File: src/hdl/weighted_node_set_picker_assert.svh
// Assertion helpers; expect clk and rst in scope.
`ifndef WEIGHTED_NODE_SET_PICKER_ASSERT_SVH
`define WEIGHTED_NODE_SET_PICKER_ASSERT_SVH

// condition holds at every edge outside reset
`define WNSP_ASSERT_ALWAYS(lbl, cond, msg) \
  lbl: assert property (@(posedge clk) disable iff (rst) (cond)) else $error(msg);

// pre at one edge implies post at the next
`define WNSP_ASSERT_NEXT(lbl, pre, post, msg) \
  lbl: assert property (@(posedge clk) disable iff (rst) (pre) |=> (post)) \
    else $error(msg);

`endif

File: src/hdl/wnsp_pkg.sv
`default_nettype none
package wnsp_pkg;

  localparam int MaxEntries = 64;
  localparam int IdBits     = 16;

  localparam int IdMaxW  = 16;
  localparam int WgtW    = 15;
  localparam int SumW    = 22;
  localparam int CntMaxW = 11;
  localparam int IxW     = 31;

  localparam logic [SumW-1:0] SumMax    = 22'h3FFFFF;
  localparam logic [20:0]     OutSumMax = 21'h1FFFFF;

  localparam logic [1:0] OpAdd   = 2'd0;
  localparam logic [1:0] OpPick  = 2'd1;
  localparam logic [1:0] OpQuery = 2'd2;

  localparam logic [2:0] StOk       = 3'd0;
  localparam logic [2:0] StOrder    = 3'd1;
  localparam logic [2:0] StWeight   = 3'd2;
  localparam logic [2:0] StFull     = 3'd3;
  localparam logic [2:0] StNoPick   = 3'd4;

  typedef struct packed {
    logic [1:0]        operation;
    logic [15:0]       node_id;
    logic signed [15:0] node_weight;
    logic [30:0]       unit_index;
  } cmd_t;

  typedef struct packed {
    logic [15:0]        picked_node;
    logic signed [15:0] found_weight;
    logic [2:0]         status;
    logic [6:0]         entry_total;
    logic [20:0]        weight_total;
  } rsp_t;

  // search word passed cell to cell
  typedef struct packed {
    logic               valid;
    logic               is_query;
    logic               rr;
    logic               done;
    logic [CntMaxW-1:0] left;
    logic [SumW-1:0]    rem;
    logic [IdMaxW-1:0]  key;
    logic [IdMaxW-1:0]  res_id;
    logic [WgtW-1:0]    res_w;
  } probe_t;

endpackage
`default_nettype wire

File: src/hdl/wnsp_div.sv
`default_nettype none
// restoring remainder, one dividend bit per cycle
module wnsp_div (
  input  wire logic                           clk,
  input  wire logic                           rst,
  input  wire logic                           start,
  input  wire logic [wnsp_pkg::IxW-1:0]       dividend,
  input  wire logic [wnsp_pkg::SumW-1:0]      divisor,
  output logic                                done,
  output logic [wnsp_pkg::SumW-1:0]           rem
);

  localparam int StepW = $clog2(wnsp_pkg::IxW + 1);

  logic [wnsp_pkg::IxW-1:0]  q;
  logic [wnsp_pkg::SumW-1:0] d;
  logic [StepW-1:0]          steps;
  logic [wnsp_pkg::SumW:0]   t;

  assign t = {rem, q[wnsp_pkg::IxW-1]};

  always_ff @(posedge clk) begin
    if (rst) begin
      steps <= '0;
      done  <= 1'b0;
    end else begin
      done <= 1'b0;
      if (start) begin
        q     <= dividend;
        d     <= divisor;
        rem   <= '0;
        steps <= StepW'(wnsp_pkg::IxW);
      end else if (steps != '0) begin
        q     <= q << 1;
        rem   <= (t >= {1'b0, d}) ? wnsp_pkg::SumW'(t - {1'b0, d})
                                  : wnsp_pkg::SumW'(t);
        steps <= steps - 1'b1;
        done  <= (steps == StepW'(1));
      end
    end
  end

endmodule
`default_nettype wire

File: config.mk
export PLATFORM = sky130hd
export DESIGN_NAME = wnsp_div
export DESIGN_NICKNAME = d
export VERILOG_FILES = /design/src/hdl/weighted_node_set_picker_assert.svh /design/src/hdl/wnsp_pkg.sv /design/src/hdl/wnsp_div.sv
export SDC_FILE = /design/constraint.sdc
export NUM_CORES = 1
export LEC_CHECK = 0
export BUFFER_PORTS_ARGS = -buffer_cell sky130_fd_sc_hd__buf_2
export CAP_MARGIN = 25
export CORE_ASPECT_RATIO = 1.5
export CORE_MARGIN = 10
export CORE_UTILIZATION = 25
export CTS_CLUSTER_DIAMETER = 100
export CTS_CLUSTER_SIZE = 28
export DETAILED_ROUTE_END_ITERATION = 8
export GPL_TIMING_DRIVEN = 0
export HOLD_SLACK_MARGIN = 0.06
export SYNTH_ARGS = -nofsm -noshare
export SYNTH_HDL_FRONTEND = slang
export SYNTH_SLANG_ARGS = --single-unit
File: constraint.sdc
create_clock -name clk -period 5.1 [get_ports clk]
set_input_delay 0.51 -clock clk [delete_from_list [all_inputs] [get_ports clk]]
set_output_delay 0.51 -clock clk [all_outputs]
set_load 0.01 [all_outputs]
## Word level (Yosys, flattened, before mapping)

Cells that the tools add are included.
Widths: inputs -> output; s select.

- Add/sub/neg operators: 2
- Multipliers: 0
- Div/mod/pow operators: 0
- Magnitude comparators: 1
- Equality and inequality tests: 1
- Shift operators: 0
- Muxes and demuxes: 6
- Bitwise gates (word level): 2
- Reduce and logical (&&, ||, !) cells: 5

Operator list:

| kind | number |
|---|---|
| $mux 31 | 2 |
| $mux 22 | 2 |
| $ge 23x22->1 | 1 |
| $sub 22x22->22 | 1 |
| $mux 5 | 2 |
| $eq 5x1->1 const B | 1 |
| $reduce_bool 5->1 | 1 |
| $sub 5x1->5 const B | 1 |
| $reduce_and 2->1 | 2 |
| $reduce_or 3->1 | 1 |
| $not 1->1 | 2 |
| $reduce_bool 2->1 | 1 |

- Bits in registers: 81
- Latch bits: 0
- RAM bits: 0
- Memory bits (read-only): 0
- Bits of input ports: 56
- Output and inout bits: 23
- Memories kept: 0

## Logic depth before layout (Yosys ltp)

- Depth after elaboration: 3
- Depth in mapped cells: 12
- Mapped depth without buffers: 10

## Least setup slack after synthesis

Ideal clock, no wire load.

- Kind: input to register
- From: in start
- To: reg q[0] (netlist name), enable pin
- Arrival time: 3.317 ns
- Required time: 4.636 ns
- Setup slack: 1.320 ns
- Stages: 4
- Cells stage by stage: clkbuf_1 -> clkbuf_1 -> nor2_1 -> nor2_1

- Longest elaborated chain between the ends: 2

Ends and longest elaborated chain:

| what | line | source |
|---|---|---|
| from (decl) | wnsp_div.sv:6 | `input wire logic start,` |
| $reduce_bool 2->1 (no source line) | n/a |  |
| $reduce_and 2->1 (no source line) | n/a |  |
| to (signal assigned) | wnsp_div.sv:29 | `q <= dividend;` |
| to (signal assigned) | wnsp_div.sv:34 | `q <= q << 1;` |
| to (decl) | wnsp_div.sv:15 | `logic [wnsp_pkg::IxW-1:0] q;` |

No other way between the ends.
A chain may end at the register's enable or synchronous reset.

## Worst setup path in the final report

- From: reg rem[3] (netlist name)
- To: reg rem[4] (netlist name), data pin

- Longest elaborated chain between the ends: 3

Ends and longest elaborated chain:

| what | line | source |
|---|---|---|
| from (decl) | wnsp_div.sv:10 | `output logic [wnsp_pkg::SumW-1:0] rem` |
| from (signal assigned) | wnsp_div.sv:35 | `rem <= (t >= {1'b0, d}) ? wnsp_pkg::SumW'(t - {1'b0, d})` |
| $sub 22x22->22 or $ge 23x22->1 (tied branches) | wnsp_div.sv:35 |  |
| $mux 22 (*) | wnsp_div.sv:35 |  |
| $mux 22 (*) | wnsp_div.sv:33 | `end else if (steps != '0) begin` |

Mark *: on every way between the ends. The rest lies on a longest branch, timed or not. The select of a mux whose other input is x is not followed.

==> impl_metrics.tcl <==
set metrics [dict create \
    asyncSetResetFlopFracSynth 0 \
    initial_standard_cell_utilization_of_the_core 0.254 \
    worst_setup_hold_path_clk_slew_ps 60 \
    postSynthNetCount 494 \
    proportion_of_synthesized_chip_area_in_sequential_cells 0.518 \
    clock_sink_count 81 \
    syn-cell-area_sq_um 4580 \
    final.setup_skew_ps 7.38 \
    detail_route.drc_violations 0 \
    critical-path-top-cell-by-count "sky130_fd_sc_hd__a21oi_1" \
    critical_path_required_time_ps 5280 \
    syn_avg_cell_area_sq_um 11.1 \
    cts_repair_resize_count 0 \
    cts_buffers 9 \
    cts_htree_levels 3 \
    post-cts-setup-buffer-count 0 \
    dp_hpwl_um 9100 \
    dr_iter_0_viols 171 \
    cts-root-buf "sky130_fd_sc_hd__clkbuf_16" \
    ys_seq_elements 81 \
    slowest_stage_cell_on_the_critical_path "sky130_fd_sc_hd__edfxtp_1" \
    final.setup.tns_ps 0 \
    critical_path.cell_chain "ha_1, a21oi_1, o21ai_0, o21bai_1, a211oi_1, nor2_2, buf_2, nand2_1, a21oi_1" \
    hold_path.class "input port to register" \
    critical-path-max-stage-delay_ps 410 \
    synth_edf_count 75 \
    cts_hold_buf 0 \
    drt_first_pass_iters 4 \
    gp_weighted_congestion 0.861 \
    crit_fanout 10 \
    n_fill_cell 1863 \
    totalWireLength_um 11800 \
    globalRouteTotalUtil 0.0996 \
    status "finished, final reports clean" \
    finalPower_mw 2.17 \
    cp_data_arrival_time_ps 3100 \
    critPathCaptureType "register" \
    critical_path.startpoint_type "register" \
    final_nets 583 \
    numPlacedInstances 707 \
    vdd.ir_drop.worst_v 0.000130 \
    ys.flop_type "sky130_fd_sc_hd__edfxtp_1" \
    number_of_placement_rows 60 \
    grt_pass1_wl_um 18600 \
    boundaryPins 79 \
    final_max_tran_viols 0 \
    crit_type "register to register" \
    vias 3443 \
    ff_latch_area_sq_um 2370 \
    die_h_um 186 \
    fp.dieArea_sq_um 24300 \
    report.final.hold_viol_count 0 \
    maximum_operating_frequency_ghz 0.342 \
    power.density_nw_per_um2 386 \
    yosys_warnings 0 \
    cts_tree "yes" \
    grt_start_max_net_pins 32 \
    worst_slew_margin 0.472 \
    route.detailed.wl_per_inst_um 16.2 \
    multi_input_area_sq_um 2020 \
    drive_gt1_frac 0.279 \
    netlist_instances 412 \
    total_congestion_overflow 0 \
    clock_insertion_delay_worst_skew_ps 340 \
    final_cell_count_no_fill 725 \
    rsz0062_at_grt "false" \
    p_leak_nw 2.29 \
    synth_cell_types 57 \
    ant_nets 0 \
    min_delay_path_depth 1 \
    final.min_clock_period_ps 2930 \
    number_of_antenna_violations_at_the_first_check_in_global_routing 3 \
    area_growth_syn_to_layout_pct 22.4 \
    core_area_sq_um 18000 \
    r2r_cells 9 \
    postLayoutCoreUtil 0.311 \
    port-buffer-count 76 \
    via_count_of_the_first_global_routing_pass 3724 \
    setup_viol 0 \
    avgViaCountPerCell 4.75 \
    timing.hold.ws_ps 340 \
    die-width_um 131 \
    number_of_buffers_on_the_longest_clock_path 2 \
    final.period_utilization 0.574 \
    tightestPinTransition_ps 789 \
    drv.max_cap_violation_count 0 \
]
==> layout make-up <==
class                      instances  share of cell area
antenna                            2            0.000892
buffer                            16              0.0158
clock buffer                      10              0.0408
clock inverter                     6              0.0147
inverter                          29              0.0194
multi-input combinational        286               0.361
sequential                        81               0.423
tap                              217              0.0484
timing repair buffer              78              0.0763
==> worst paths after layout <==
path | slack (ps) | to | startpoint
setup / recovery | 2170 | rem[4]$_SDFFCE_PP0P_ | rem[3]$_SDFFCE_PP0P_
hold / removal | 340 | d[21]$_DFFE_PP_ | divisor[21]
setup reg to reg | 2170 | rem[4]$_SDFFCE_PP0P_ | rem[3]$_SDFFCE_PP0P_
hold reg to reg | 510 | done$_SDFF_PP0_ | steps[4]$_SDFFE_PP0N_
==> power by group <==
| part | leakage, nW | total [mW] | internal, mW | switching, mW |
|---|---|---|---|---|
| clock | 0.154 | 0.690 | 0.426 | 0.263 |
| combinational | 1.36 | 0.624 | 0.266 | 0.359 |
| sequential | 0.782 | 0.853 | 0.815 | 0.0379 |
==> cells in the final DEF, fill, tap and decap left out, types with 7 or more instances in the layout <==
cell type	n
sky130_fd_sc_hd__clkbuf_1	9
sky130_fd_sc_hd__edfxtp_1	75
sky130_fd_sc_hd__inv_1	29
sky130_fd_sc_hd__o21ai_0	10
sky130_fd_sc_hd__nand2_1	45
sky130_fd_sc_hd__ha_1	25
sky130_fd_sc_hd__xnor2_1	10
sky130_fd_sc_hd__nor3_1	7
sky130_fd_sc_hd__a211oi_1	10
sky130_fd_sc_hd__mux2_2	30
sky130_fd_sc_hd__buf_2	80
sky130_fd_sc_hd__nor2_1	30
sky130_fd_sc_hd__a21oi_1	41
sky130_fd_sc_hd__clkbuf_16	9
sky130_fd_sc_hd__nand3_1	9
==> registers in the layout (all words and copies together) (netlist names) <==
name,flops
q,31
done,1
steps,5
rem,22
d,22
==> cells in the mapped netlist (3+ instances only) <==
master	count	area, sq um
sky130_fd_sc_hd__nor2_1	31	116
sky130_fd_sc_hd__clkbuf_1	8	30.0
sky130_fd_sc_hd__and2_1	3	18.8
sky130_fd_sc_hd__nor3_1	7	35.0
sky130_fd_sc_hd__a211oi_1	10	75.1
sky130_fd_sc_hd__mux2i_1	4	40.0
sky130_fd_sc_hd__inv_1	29	109
sky130_fd_sc_hd__dfxtp_1	6	120
sky130_fd_sc_hd__xnor2_1	10	87.6
sky130_fd_sc_hd__a21oi_1	41	205
sky130_fd_sc_hd__xor2_1	6	52.6
sky130_fd_sc_hd__nand3_1	9	45.0
sky130_fd_sc_hd__ha_1	25	313
sky130_fd_sc_hd__buf_6	3	33.8
sky130_fd_sc_hd__buf_2	4	20.0
sky130_fd_sc_hd__nand3b_1	6	45.0
sky130_fd_sc_hd__mux2_2	30	338
sky130_fd_sc_hd__a21o_1	5	37.5
sky130_fd_sc_hd__o21ai_0	10	50.1
sky130_fd_sc_hd__nand2_1	45	169
sky130_fd_sc_hd__o211ai_1	3	22.5
sky130_fd_sc_hd__edfxtp_1	75	2250
==> cell families (layout without fill, tap and decap cells) <==
logic type      after synthesis  after routing  share of synthesized area
compound gates               91             91                      0.127
xor+xnor                     16             16                     0.0306
fa+ha+maj                    26             26                     0.0726
buf+inv                      45            139                     0.0431
flops                        81             81                      0.518
mux                          34             34                     0.0824
other cells                   0              2                          0
simple gates                119            119                      0.127
==> layer usage <==
layer,share of wire,track usage,vias to the layer above
li1,-,-,1683
met1,0.36,0.0948,1639
met2,0.54,0.185,101
met3,0.076,0.0367,18
met4,0.018,0.0419,2
met5,0.0011,0,-
==> metrics by stage <==
stage	cell area, sq um	setup WS (ps)
after floorplan	4580	1320
after global placement	5240	-396
after detailed placement	5290	2130
after CTS	5600	2160
after global routing	5610	1940
final	5610	2170
==> worst max-delay path, delay by kind of cell, from the launching register on <==
| kind | cells | cell delay, ps |
|---|---|---|
| compound gates | 5 | 1150 |
| flops | 1 | 410 |
| simple gates | 2 | 460 |
| fa+ha+maj | 1 | 390 |
| buf+inv | 1 | 360 |
Power figures use the tool's default switching activity.
