[config.mk]
export PLATFORM = sky130hd
export DESIGN_NAME = wnsp_cell
export DESIGN_NICKNAME = d
export VERILOG_FILES = /design/src/hdl/weighted_node_set_picker_assert.svh /design/src/hdl/wnsp_pkg.sv /design/src/hdl/wnsp_cell.sv
export SDC_FILE = /design/constraint.sdc
export NUM_CORES = 1
export LEC_CHECK = 0
export BUFFER_PORTS_ARGS = -buffer_cell sky130_fd_sc_hd__buf_2
export CORE_AREA = 2 2 123 125
export CTS_BUF_LIST = sky130_fd_sc_hd__clkbuf_8
export CTS_CLUSTER_SIZE = 20
export DETAILED_ROUTE_END_ITERATION = 6
export DIE_AREA = 0 0 125 127
export HOLD_SLACK_MARGIN = 0.1
export PLACE_DENSITY = 0.73
export SYNTH_ARGS = -nofsm -noshare
export SYNTH_HDL_FRONTEND = slang
export SYNTH_SLANG_ARGS = --single-unit
[constraint.sdc]
create_clock -name clk -period 2.65 [get_ports clk]
set_input_delay 0.265 -clock clk [delete_from_list [all_inputs] [get_ports clk]]
set_output_delay 0.265 -clock clk [all_outputs]
set_load 0.03 [all_outputs]
[src/hdl/weighted_node_set_picker_assert.svh]
// Assertion helpers; expect clk and rst in scope.
`ifndef WEIGHTED_NODE_SET_PICKER_ASSERT_SVH
`define WEIGHTED_NODE_SET_PICKER_ASSERT_SVH

// condition holds at every edge outside reset
`define WNSP_ASSERT_ALWAYS(lbl, cond, msg) \
  lbl: assert property (@(posedge clk) disable iff (rst) (cond)) else $error(msg);

// pre at one edge implies post at the next
`define WNSP_ASSERT_NEXT(lbl, pre, post, msg) \
  lbl: assert property (@(posedge clk) disable iff (rst) (pre) |=> (post)) \
    else $error(msg);

`endif

[src/hdl/wnsp_pkg.sv]
`default_nettype none
package wnsp_pkg;

  localparam int MaxEntries = 64;
  localparam int IdBits     = 16;

  localparam int IdMaxW  = 16;
  localparam int WgtW    = 15;
  localparam int SumW    = 22;
  localparam int CntMaxW = 11;
  localparam int IxW     = 31;

  localparam logic [SumW-1:0] SumMax    = 22'h3FFFFF;
  localparam logic [20:0]     OutSumMax = 21'h1FFFFF;

  localparam logic [1:0] OpAdd   = 2'd0;
  localparam logic [1:0] OpPick  = 2'd1;
  localparam logic [1:0] OpQuery = 2'd2;

  localparam logic [2:0] StOk       = 3'd0;
  localparam logic [2:0] StOrder    = 3'd1;
  localparam logic [2:0] StWeight   = 3'd2;
  localparam logic [2:0] StFull     = 3'd3;
  localparam logic [2:0] StNoPick   = 3'd4;

  typedef struct packed {
    logic [1:0]        operation;
    logic [15:0]       node_id;
    logic signed [15:0] node_weight;
    logic [30:0]       unit_index;
  } cmd_t;

  typedef struct packed {
    logic [15:0]        picked_node;
    logic signed [15:0] found_weight;
    logic [2:0]         status;
    logic [6:0]         entry_total;
    logic [20:0]        weight_total;
  } rsp_t;

  // search word passed cell to cell
  typedef struct packed {
    logic               valid;
    logic               is_query;
    logic               rr;
    logic               done;
    logic [CntMaxW-1:0] left;
    logic [SumW-1:0]    rem;
    logic [IdMaxW-1:0]  key;
    logic [IdMaxW-1:0]  res_id;
    logic [WgtW-1:0]    res_w;
  } probe_t;

endpackage
`default_nettype wire

[src/hdl/wnsp_cell.sv]
`default_nettype none
module wnsp_cell (
  input  wire logic                               clk,
  input  wire logic                               rst,
  input  wire logic                               wr_en,
  input  wire logic [wnsp_pkg::IdMaxW-1:0]        wr_id,
  input  wire logic [wnsp_pkg::WgtW-1:0]          wr_w,
  input  wire wnsp_pkg::probe_t                   probe_in,
  output wnsp_pkg::probe_t                        probe_out
);

  logic [wnsp_pkg::IdMaxW-1:0] id;
  logic [wnsp_pkg::WgtW-1:0]   w;
  logic [wnsp_pkg::SumW-1:0]   w_eff;
  logic                        active;
  wnsp_pkg::probe_t            nxt;

  assign active = probe_in.valid && !probe_in.done && (probe_in.left != '0);
  assign w_eff  = probe_in.rr ? wnsp_pkg::SumW'(1) : wnsp_pkg::SumW'(w);

  always_comb begin
    nxt = probe_in;
    if (active) begin
      nxt.left = probe_in.left - 1'b1;
      if (probe_in.is_query) begin
        if (probe_in.key == id) begin
          nxt.done  = 1'b1;
          nxt.res_w = w;
        end
      end else if (probe_in.rem < w_eff) begin
        nxt.done   = 1'b1;
        nxt.res_id = id;
      end else begin
        nxt.rem = probe_in.rem - w_eff;
      end
    end
  end

  always_ff @(posedge clk) begin
    if (wr_en) begin
      id <= wr_id;
      w  <= wr_w;
    end
    if (rst) begin
      probe_out <= '0;
    end else begin
      probe_out <= nxt;
    end
  end

endmodule
`default_nettype wire

**Word level (Yosys, flattened, before mapping)**

Cells that the tools add are included.

- Flip-flop bits (word level): 115
- Input port bits: 118

- $add $sub $neg: 2
- $lt $le $gt $ge: 1
- Equality and inequality tests: 1
- Muxes and demuxes: 12
- Reduce and logical (&&, ||, !) cells: 4

Operator list:

| kind | number |
|---|---|
| 15-bit 2-to-1 mux | 3 |
| 22-bit 2-to-1 mux | 2 |
| 34-bit 2-to-1 mux | 1 |
| 16-bit 2-to-1 mux | 2 |
| 31-bit 2-to-1 mux | 1 |
| 22-bit by 15-bit < comparator with 1-bit output | 1 |
| 22-bit by 15-bit subtractor with 22-bit output | 1 |
| 16-bit equality test | 1 |
| 11-bit nonzero test | 1 |
| 11-bit by 1-bit subtractor with 11-bit output, second input constant | 1 |
| 1-bit 2-to-1 mux | 3 |
| 1-bit logical AND | 2 |
| 1-bit logical NOT | 1 |

**Depth between registers and ports, before layout**

Gate-level depths: netlist (run 1).

- Depth in word-level cells: 5
- Gate-level depth with buffers: 13

**Worst setup path after synthesis (run 1)**

OpenSTA, ideal clock, no wires.

- Path type: input -> register
- Start point: input probe_in[81] (netlist name)
- End point: register probe_out[21] (netlist name)
- Data arrival time: 2786 ps
- Data required time: 2522 ps
- Slack: -264 ps
- Stages on the path: 12
- Buffers on the path: 3
- Cells stage by stage: clkbuf_1 -> nand2b_1 -> fa_1 -> a21o_1 -> a311o_1 -> and4_4 -> o21a_4 -> or3_1 -> buf_6 -> buf_6 -> mux2i_1 -> nor2_1

- Longest elaborated chain between the ends: 5

RTL lines:

| what | line | source |
|---|---|---|
| from (decl) | wnsp_cell.sv:8 | `input wire wnsp_pkg::probe_t probe_in,` |
| 15-bit 2-to-1 mux | wnsp_cell.sv:19 | `assign w_eff = probe_in.rr ? wnsp_pkg::SumW'(1) : wnsp_pkg::SumW'(w);` |
| 22-bit by 15-bit < comparator with 1-bit output | wnsp_cell.sv:30 | `end else if (probe_in.rem < w_eff) begin` |
| 16-bit 2-to-1 mux | wnsp_cell.sv:30 |  |
| 16-bit 2-to-1 mux | wnsp_cell.sv:25 | `if (probe_in.is_query) begin` |
| 31-bit 2-to-1 mux | wnsp_cell.sv:23 | `if (active) begin` |
| to (signal assigned) | wnsp_cell.sv:47 | `probe_out <= nxt;` |
| to (decl) | wnsp_cell.sv:9 | `output wnsp_pkg::probe_t probe_out` |

No other way between the ends.
A chain may end at the register's enable or synchronous reset.

**Final worst setup path (run 1)**

- Start point: register w[0] (netlist name)
- End point: register probe_out[23] (netlist name)

- Longest elaborated chain between the ends: 5

RTL lines:

| what | line | source |
|---|---|---|
| from (decl) | wnsp_cell.sv:13 | `logic [wnsp_pkg::WgtW-1:0] w;` |
| from (signal assigned) | wnsp_cell.sv:42 | `w <= wr_w;` |
| 15-bit 2-to-1 mux | wnsp_cell.sv:19 |  |
| 22-bit by 15-bit < comparator with 1-bit output | wnsp_cell.sv:30 |  |
| 16-bit 2-to-1 mux | wnsp_cell.sv:30 |  |
| 16-bit 2-to-1 mux | wnsp_cell.sv:25 |  |
| 31-bit 2-to-1 mux | wnsp_cell.sv:23 |  |

No other way between the ends.

==> insert_results.sql, run 1 <==
INSERT INTO impl_metrics (metric_group, metric, value, unit) VALUES
('timing', 'final.setup.worst_slack', '-0.1147', 'ns'),
('place', 'io_buffer_count', '201', ''),
('place', 'place.detailed.instances', '878', ''),
('synth', 'synthesized_instance_count', '466', ''),
('synth', 'mapped_nets', '603', ''),
('layout', 'synthToLayoutAreaGrowth', '64.27', '%'),
('synth', 'yosys_synthesis_warning_count', '0', ''),
('die', 'die_h', '127', 'µm'),
('layout', 'fin_cells', '1019', ''),
('cts', 'clk_latency', '0.45', 'ns'),
('run_status', 'violations', 'setup timing', ''),
('cts', 'cts_made_buffers', '17', ''),
('cts', 'clk_pin_slew', '0.08', 'ns'),
('layout', 'insertedDiodeCount', '0', ''),
('worst_hold_path', 'hold_class', 'in2reg', ''),
('critical_path', 'cp.arrival', '3.10', 'ns'),
('grt', 'grt_antenna_before_repair', '0', ''),
('power_and_ir_drop', 'p_leak', '3.880', 'nW'),
('die', 'core-area', '0.01442', 'mm²'),
('critical_path', 'worst_setup_path_end_kind', 'flop', ''),
('grt', 'globalRoute.busiestLayer', 'met2', ''),
('grt', 'grt_pass1_vias', '4972', ''),
('layout', 'highest_count_cells_in_the_layout_ignoring_fill_and_taps', 'sky130_fd_sc_hd__buf_2, sky130_fd_sc_hd__dlygate4sd3_1, sky130_fd_sc_hd__dfxtp_1, sky130_fd_sc_hd__nor2_1, sky130_fd_sc_hd__buf_4', ''),
('critical_path', 'startpoint_of_the_worst_slack_reg_to_reg_timing_path', 'w[0]$_DFFE_PP_', ''),
('power_and_ir_drop', 'irDropWorstVdd', '0.0003818', 'V'),
('layout', 'utilization_after_layout', '57.03', '%'),
('grt', 'global_route_congestion_overflow_total', '0', ''),
('synth', 'syn-cell-area', '0.005007', 'mm²'),
('critical_path', 'timing.critical_path.from', 'w[0]$_DFFE_PP_', ''),
('timing', 'worst_clock_skew', '0.01231', 'ns'),
('place', 'dp_worst_setup_slack', '-0.1425', 'ns'),
('cts', 'cts_sinks', '115', ''),
('critical_path', 'crit_path_max_fanout', '17', ''),
('grt', 'grt_max_degree', '59', ''),
('route', 'drc', '0', ''),
('critical_path', 'crit_path_capture', 'probe_out[23]$_SDFF_PP0_', ''),
('critical_path', 'worstSetupStartpointType', 'flop', ''),
('cts', 'cts_root_buf', 'sky130_fd_sc_hd__clkbuf_8', ''),
('die', 'die_width', '125', 'µm'),
('flow_run', 'drv.max_cap_violation_count', '0', ''),
('timing', 'highest_attainable_clock_frequency', '361.7', 'MHz'),
('timing', 'setup_viol', '26', ''),
('place', 'dpl.hpwl', '10430', 'µm'),
('die', 'placementRows', '44', ''),
('grt', 'grt.met3_usage', '5.821', '%'),
('synth', 'synth.lib_cells_used.distinct', '52', ''),
('grt', 'grt_first_pass_wirelength', '24700', 'µm'),
('synth', 'synth_async_sr_flop_share', '0', '%'),
('route', 'dr.pass1.iters', '5', ''),
('grt', 'grt_use_met1', '22.43', '%'),
('route', 'final_antenna_net_count', '0', ''),
('worst_hold_path', 'hold_depth', '3', ''),
('synth', 'synth-seq-area-share', '52.17', '%'),
('route', 'wl', '16270', 'µm'),
('critical_path', 'worst-r2r-setup-slack', '-0.11', 'ns'),
('synth', 'flip_flop_and_latch_count_after_synthesis', '115', ''),
('timing', 'finalWorstPathRequiredPeriod', '2.765', 'ns'),
('die', 'ioPinCount', '202', ''),
('timing', 'tightest_slew', '0.7608', 'ns'),
('timing', 'setup_repair_after_global_routing_missed_its_margin', 'yes', ''),
('timing', 'holdWs', '0.1253', 'ns'),
('run_status', 'outcome', 'finished, violations left', ''),
('synth', 'synth-edff-count', '31', ''),
('timing', 'report.final.hold_viol_count', '0', ''),
('die', 'die_area', '0.01588', 'mm²'),
('synth', 'synth.avg_cell_area', '10.75', 'µm²'),
('route', 'drt_iter0_markers', '205', ''),
('timing', 'period_utilisation_layout', '104.3', '%'),
('critical_path', 'required', '2.99', 'ns'),
('timing', 'timing.slew.headroom', '49.28', '%'),
('place', 'place.gp.congestion', '0.8938', '');
critical path, cell delays in order (launching register included):
cell                       delay [ns]
sky130_fd_sc_hd__edfxtp_1        0.38
sky130_fd_sc_hd__or2_4           0.14
sky130_fd_sc_hd__ha_4            0.12
sky130_fd_sc_hd__inv_2           0.03
sky130_fd_sc_hd__fa_2            0.33
sky130_fd_sc_hd__a21o_1          0.18
sky130_fd_sc_hd__a311o_1         0.30
sky130_fd_sc_hd__and4_4          0.16
sky130_fd_sc_hd__o21a_4          0.21
sky130_fd_sc_hd__or3_4           0.34
sky130_fd_sc_hd__buf_12          0.17
sky130_fd_sc_hd__mux2i_1         0.22
sky130_fd_sc_hd__nor2_1          0.06
per-stage QoR:
step           setup TNS [ns]  instance area, µm²  power, mW
6_report              -0.9882                8225      4.813
4_1_cts               -0.4898                8080      4.793
3_3_place_gp           -1.598                6564      2.832
3_5_place_dp           -2.285                6564      2.842
2_1_floorplan        -0.03071                5046      2.485
5_1_grt                -4.523                8225      5.012
worst min-delay path by stage:
stage	slack, ns	startpoint	to
3_5_place_dp	0.44	wr_id[4]	id[4]$_DFFE_PP_
5_1_grt	0.11	probe_in[80]	probe_out[80]$_SDFF_PP0_
4_1_cts	0.10	probe_in[80]	probe_out[80]$_SDFF_PP0_
3_3_place_gp	0.44	wr_w[0]	w[0]$_DFFE_PP_
2_1_floorplan	0.36	wr_id[0]	id[0]$_DFFE_PP_
6_report	0.13	probe_in[73]	probe_out[73]$_SDFF_PP0_
sequential cells by signal, indices dropped and copies added, names as in the netlist:
signal and flops:
probe_out 84, w 15, id 16
cell families after synthesis:
kind of cell | count (synthesis) | synth area share, %
simple gates | 167 | 16.99
flops | 115 | 52.17
compound gates | 64 | 8.871
mux | 43 | 8.696
xor+xnor | 34 | 5.947
buf+inv | 24 | 2.424
fa+ha+maj | 19 | 4.898
repair_timing:
action / in CTS / in global routing
hold endpoints to repair: 105 / 0
buffers inserted: 1 / 2
hold buffers: 105 / 0
gates resized for setup: 3 / 22
endpoints found under the setup margin: 19 / 33
pin swaps: 1 / 5
cloned: 0 / 1
where the power goes:
part	total (mW)	internal (mW)	switching, mW
clock network	1.83	1.03	0.800
logic	1.01	0.485	0.526
registers	1.97	1.92	0.0482
total	4.81	3.44	1.37
Yosys cell counts (all sizes together), types with 3 or more instances:
library cell,number,share of area (%)
dfxtp,84,34
nand2b,17,2.1
mux2,4,0.90
nand2,16,1.2
edfxtp,31,19
nor2,64,4.8
or2,3,0.37
xnor2,25,4.4
clkbuf,11,0.82
nand3,7,0.70
o21ai,12,1.2
or3,7,0.87
ha,18,4.5
a31o,3,0.52
o21a,4,0.75
a211oi,4,0.60
nor2b,25,3.1
xor2,9,1.6
nand4,5,0.62
inv,7,0.52
nor4,5,0.62
buf,6,1.1
nor3,6,0.60
mux2i,39,7.8
a21o,7,1.0
or4,4,0.60
a21oi,19,1.9
metal layers:
metal	up-vias	routed length, µm
li1	2354	-
met1	2275	6542
met2	174	8117
met3	53	842
met4	0	769
met5	-	0
final cells by class:
type	count	area, µm²
fill	1178	6198
inverter	7	26.28
clock buffer	17	234.0
multi-input combinational	327	2426
clock inverter	15	207.7
timing repair buffer	354	2489
sequential	115	2613
tap	184	230.2
No activity file was read; power rests on OpenSTA's default activity.
==> run 2: changes to the inputs <==
--- a/config.mk
+++ b/config.mk
@@ -6,13 +6,13 @@
 export NUM_CORES = 1
 export LEC_CHECK = 0
 export BUFFER_PORTS_ARGS = -buffer_cell sky130_fd_sc_hd__buf_2
-export CORE_AREA = 2 2 123 125
+export CORE_AREA = 2 2 109 111
 export CTS_BUF_LIST = sky130_fd_sc_hd__clkbuf_8
 export CTS_CLUSTER_SIZE = 20
 export DETAILED_ROUTE_END_ITERATION = 6
-export DIE_AREA = 0 0 125 127
+export DIE_AREA = 0 0 111 113
 export HOLD_SLACK_MARGIN = 0.1
-export PLACE_DENSITY = 0.73
+export PLACE_DENSITY = 0.87
 export SYNTH_ARGS = -nofsm -noshare
 export SYNTH_HDL_FRONTEND = slang
 export SYNTH_SLANG_ARGS = --single-unit
==> run 2 against run 1 <==
  * The flow still finishes with violations (setup timing)
  * Sequential power about the same
  * Wire length increased by 13%
  * Largest cell class unchanged
  * Register-to-register slack about the same
  * Design area decreased by 0.38%
  * Worst hold slack got worse by 0.0074 ns
  * Highest routed layer unchanged
  * Power decreased by 0.96%
  * Sequential share of layout area increased by 0.12 points
  * Critical path depth unchanged
  * Non-clock buffer count decreased by 2
  * Die area decreased by 21%
==> insert_results.sql, run 2 (synthesis gave the netlist of run 1 again) <==
INSERT INTO impl_metrics (metric_group, metric, value, unit) VALUES
('run_status', 'violations', 'setup timing', ''),
('layout', 'multiInputGateArea', '0.002512', 'mm²'),
('power_and_ir_drop', 'irDropWorstVdd', '0.0005423', 'V'),
('timing', 'report.final.hold_viol_count', '0', ''),
('critical_path', 'worst-r2r-setup-slack', '-0.12', 'ns'),
('die', 'die_width', '111', 'µm'),
('route', 'drt_iter0_markers', '377', ''),
('die', 'placementRows', '39', ''),
('critical_path', 'top_cell_family_by_delay_on_the_critical_path', 'simple AND/OR/NAND/NOR gates', ''),
('worst_hold_path', 'hold_class', 'in2reg', ''),
('cts', 'clock_path_buffers', '2', ''),
('route', 'dr.pass1.iters', '4', ''),
('die', 'start_util', '44.42', '%'),
('route', 'wl', '18400', 'µm'),
('layout', 'top_register', 'probe_out', ''),
('route', 'avgViaCountPerCell', '5.267', ''),
('critical_path', 'worstSetupPathType', 'reg2reg', ''),
('critical_path', 'critPathMaxStageDelay', '0.36', 'ns'),
('critical_path', 'timing.critical_path.from', 'w[0]$_DFFE_PP_', ''),
('place', 'io_buffer_count', '201', ''),
('layout', 'synthToLayoutAreaGrowth', '63.64', '%'),
('power_and_ir_drop', 'power_report.internal_total', '3.361', 'mW'),
('route', 'drc', '0', ''),
('grt', 'grt_max_degree', '43', ''),
('power_and_ir_drop', 'p_leak', '3.869', 'nW'),
('timing', 'setup_viol', '30', ''),
('critical_path', 'worstPathBufferInverterCount', '2', ''),
('layout', 'filler_cell_count', '718', ''),
('cts', 'cts_made_buffers', '17', ''),
('critical_path', 'worst_setup_path_end_kind', 'flop', ''),
('power_and_ir_drop', 'power.share.switching', '29.48', '%'),
('die', 'die_h', '113', 'µm'),
('power_and_ir_drop', 'combinationalPowerShare', '22.3', '%'),
('power_and_ir_drop', 'p_switching', '1.405', 'mW'),
('layout', 'layout.area.seq', '0.002613', 'mm²'),
('route', 'final_antenna_net_count', '0', ''),
('flow_run', 'drv.max_cap_violation_count', '0', ''),
('layout', 'design.final.nets', '957', ''),
('critical_path', 'crit_path_capture', 'probe_out[20]$_SDFF_PP0_', ''),
('timing', 'highest_attainable_clock_frequency', '360.6', 'MHz'),
('critical_path', 'cp.arrival', '3.08', 'ns'),
('layout', 'reg_top3', 'probe_out: 84 flops, id: 16 flops, w: 15 flops', ''),
('critical_path', 'cp_cell_instances', 'or2_4 > ha_4 > inv_2 > fa_2 > a21o_1 > a311o_1 > and4_4 > o21a_4 > or3_4 > buf_12 > mux2i_1 > nor2_1', ''),
('run_status', 'outcome', 'finished, violations left', ''),
('grt', 'grt_first_pass_wirelength', '27460', 'µm'),
('layout', 'number_of_flip_flops_under_the_largest_register_name', '84', ''),
('layout', 'drive_above_1_share', '40.34', '%'),
('power_and_ir_drop', 'sequential_power_share', '41.4', '%'),
('place', 'dpl.hpwl', '11010', 'µm'),
('layout', 'final_common_cell', 'sky130_fd_sc_hd__buf_2', ''),
('critical_path', 'crit_path_max_fanout', '17', ''),
('die', 'core-area', '0.01127', 'mm²'),
('critical_path', 'number_of_cells_on_the_critical_path', '12', ''),
('grt', 'overall_track_demand_over_capacity_in_global_routing', '28.30', '%'),
('critical_path', 'worst_r2r_endpoint', 'probe_out[20]$_SDFF_PP0_', ''),
('power_and_ir_drop', 'clock_network_fraction_of_total_power', '36.3', '%'),
('power_and_ir_drop', 'power_density', '581.7', 'mW/mm²'),
('cts', 'clk_latency', '0.46', 'ns'),
('timing', 'final.setup.tns', '-1.582', 'ns'),
('timing', 'holdWs', '0.1179', 'ns'),
('layout', 'highest_count_cells_in_the_layout_ignoring_fill_and_taps', 'sky130_fd_sc_hd__buf_2, sky130_fd_sc_hd__dlygate4sd3_1, sky130_fd_sc_hd__dfxtp_1, sky130_fd_sc_hd__nor2_1, sky130_fd_sc_hd__buf_4', ''),
('critical_path', 'critical_path.slowest_cell', 'sky130_fd_sc_hd__edfxtp_1', ''),
('cts', 'clk_pin_slew', '0.09', 'ns'),
('timing', 'worst_clock_skew', '0.01970', 'ns'),
('route', 'vias', '5146', ''),
('route', 'wl_per_cell', '18.84', 'µm'),
('die', 'die_area', '0.01254', 'mm²'),
('timing', 'timing.final.max_slew_violations', '0', ''),
('timing', 'period_utilisation_layout', '104.7', '%'),
('die', 'ioPinCount', '202', ''),
('grt', 'grt_antenna_before_repair', '1', ''),
('grt', 'global_route_congestion_overflow_total', '0', ''),
('cts', 'ctsHtreeMaxLevel', '4', ''),
('timing', 'final.setup.worst_slack', '-0.1235', 'ns'),
('cts', 'cts_sinks', '115', ''),
('cts', 'cts_root_buf', 'sky130_fd_sc_hd__clkbuf_8', ''),
('critical_path', 'timing.reg2reg.worst_path_depth', '12', ''),
('place', 'place.gp.congestion', '0.9001', ''),
('timing', 'timing.slew.headroom', '49.53', '%'),
('critical_path', 'worstSetupStartpointType', 'flop', ''),
('timing', 'setup_repair_after_global_routing_missed_its_margin', 'yes', ''),
('cts', 'clock_tree_from_tritoncts', 'built', ''),
('timing', 'finalWorstPathRequiredPeriod', '2.774', 'ns'),
('timing', 'tightest_slew', '0.7570', 'ns'),
('critical_path', 'startpoint_of_the_worst_slack_reg_to_reg_timing_path', 'w[0]$_DFFE_PP_', ''),
('critical_path', 'required', '2.96', 'ns'),
('grt', 'grt_pass1_vias', '5439', '');
-- run 2: cell count changes in the layout (fill, tap and decap cells not counted), sizes merged --
cell         delta
buf             +5
bufinv          -1
clkbuf          +1
clkinv          -3
clkinvlp        +2
diode           +1
dlygate4sd3     -7
inv             +1
-- run 2: metrics by stage --
step	power (mW)	worst slack, ns	cells	utilization (%)	instance area [µm²]
floorplan	2.485	-0.003412	466	-	5046
global placement	2.819	-0.1488	837	57.66	6500
detailed placement	2.854	-0.2679	837	57.66	6500
CTS	4.672	-0.05665	970	70.45	7941
global route	4.919	-0.1860	977	72.69	8194
finish	4.766	-0.1235	977	72.69	8194
-- run 2: cell type report --
| type | instances | share of cell area (%) |
|---|---|---|
| sequential | 115 | 31.88 |
| clock buffer | 18 | 3.023 |
| antenna | 1 | 0.03054 |
| clock inverter | 14 | 1.985 |
| tap | 143 | 2.184 |
| multi-input combinational | 327 | 30.66 |
| inverter | 7 | 0.3207 |
| timing repair buffer | 352 | 29.91 |
-- run 2: worst min-delay path by stage --
stage	depth (start not counted)	from	to	slack [ns]
after floorplan	0	wr_id[0]	id[0]$_DFFE_PP_	0.36
after global placement	1	wr_w[13]	w[13]$_DFFE_PP_	0.44
after detailed placement	1	wr_w[10]	w[10]$_DFFE_PP_	0.44
after CTS	3	probe_in[75]	probe_out[75]$_SDFF_PP0_	0.10
after global routing	3	probe_in[67]	probe_out[67]$_SDFF_PP0_	0.1
final	3	probe_in[52]	probe_out[52]$_SDFF_PP0_	0.12
-- run 2: per-layer routing --
layer	GRT usage (%)	vias to the layer above	wire, µm
met3	7.070	79	1150
met4	19.17	0	982
li1	-	2349	-
met2	49.90	252	9529
met1	30.02	2466	6741
met5	0	-	0
-- run 2: timing repair --
| action | CTS | global route |
|---|---|---|
| pin swaps | 0 | 11 |
| hold endpoints to repair | 98 | 0 |
| gates cloned | 0 | 1 |
| gates resized for setup | 5 | 43 |
| endpoints found under the setup margin | 30 | 39 |
| buffers inserted | 3 | 5 |
| hold buffers | 98 | 0 |
-- run 2: power groups by stage --
stage / logic, mW / clock network [mW] / registers, mW
2_1_floorplan: 0.337 / 0 / 2.15
3_3_place_gp: 0.817 / 0 / 2.00
3_5_place_dp: 0.847 / 0 / 2.01
4_1_cts: 0.976 / 1.73 / 1.97
5_1_grt: 1.12 / 1.81 / 1.98
6_report: 1.06 / 1.73 / 1.98
-- run 2: tightest hold or removal path: stages --
cell                      delay [ns]
sky130_fd_sc_hd__buf_2          0.11
sky130_fd_sc_hd__mux2i_1        0.07
sky130_fd_sc_hd__nor2_1         0.10
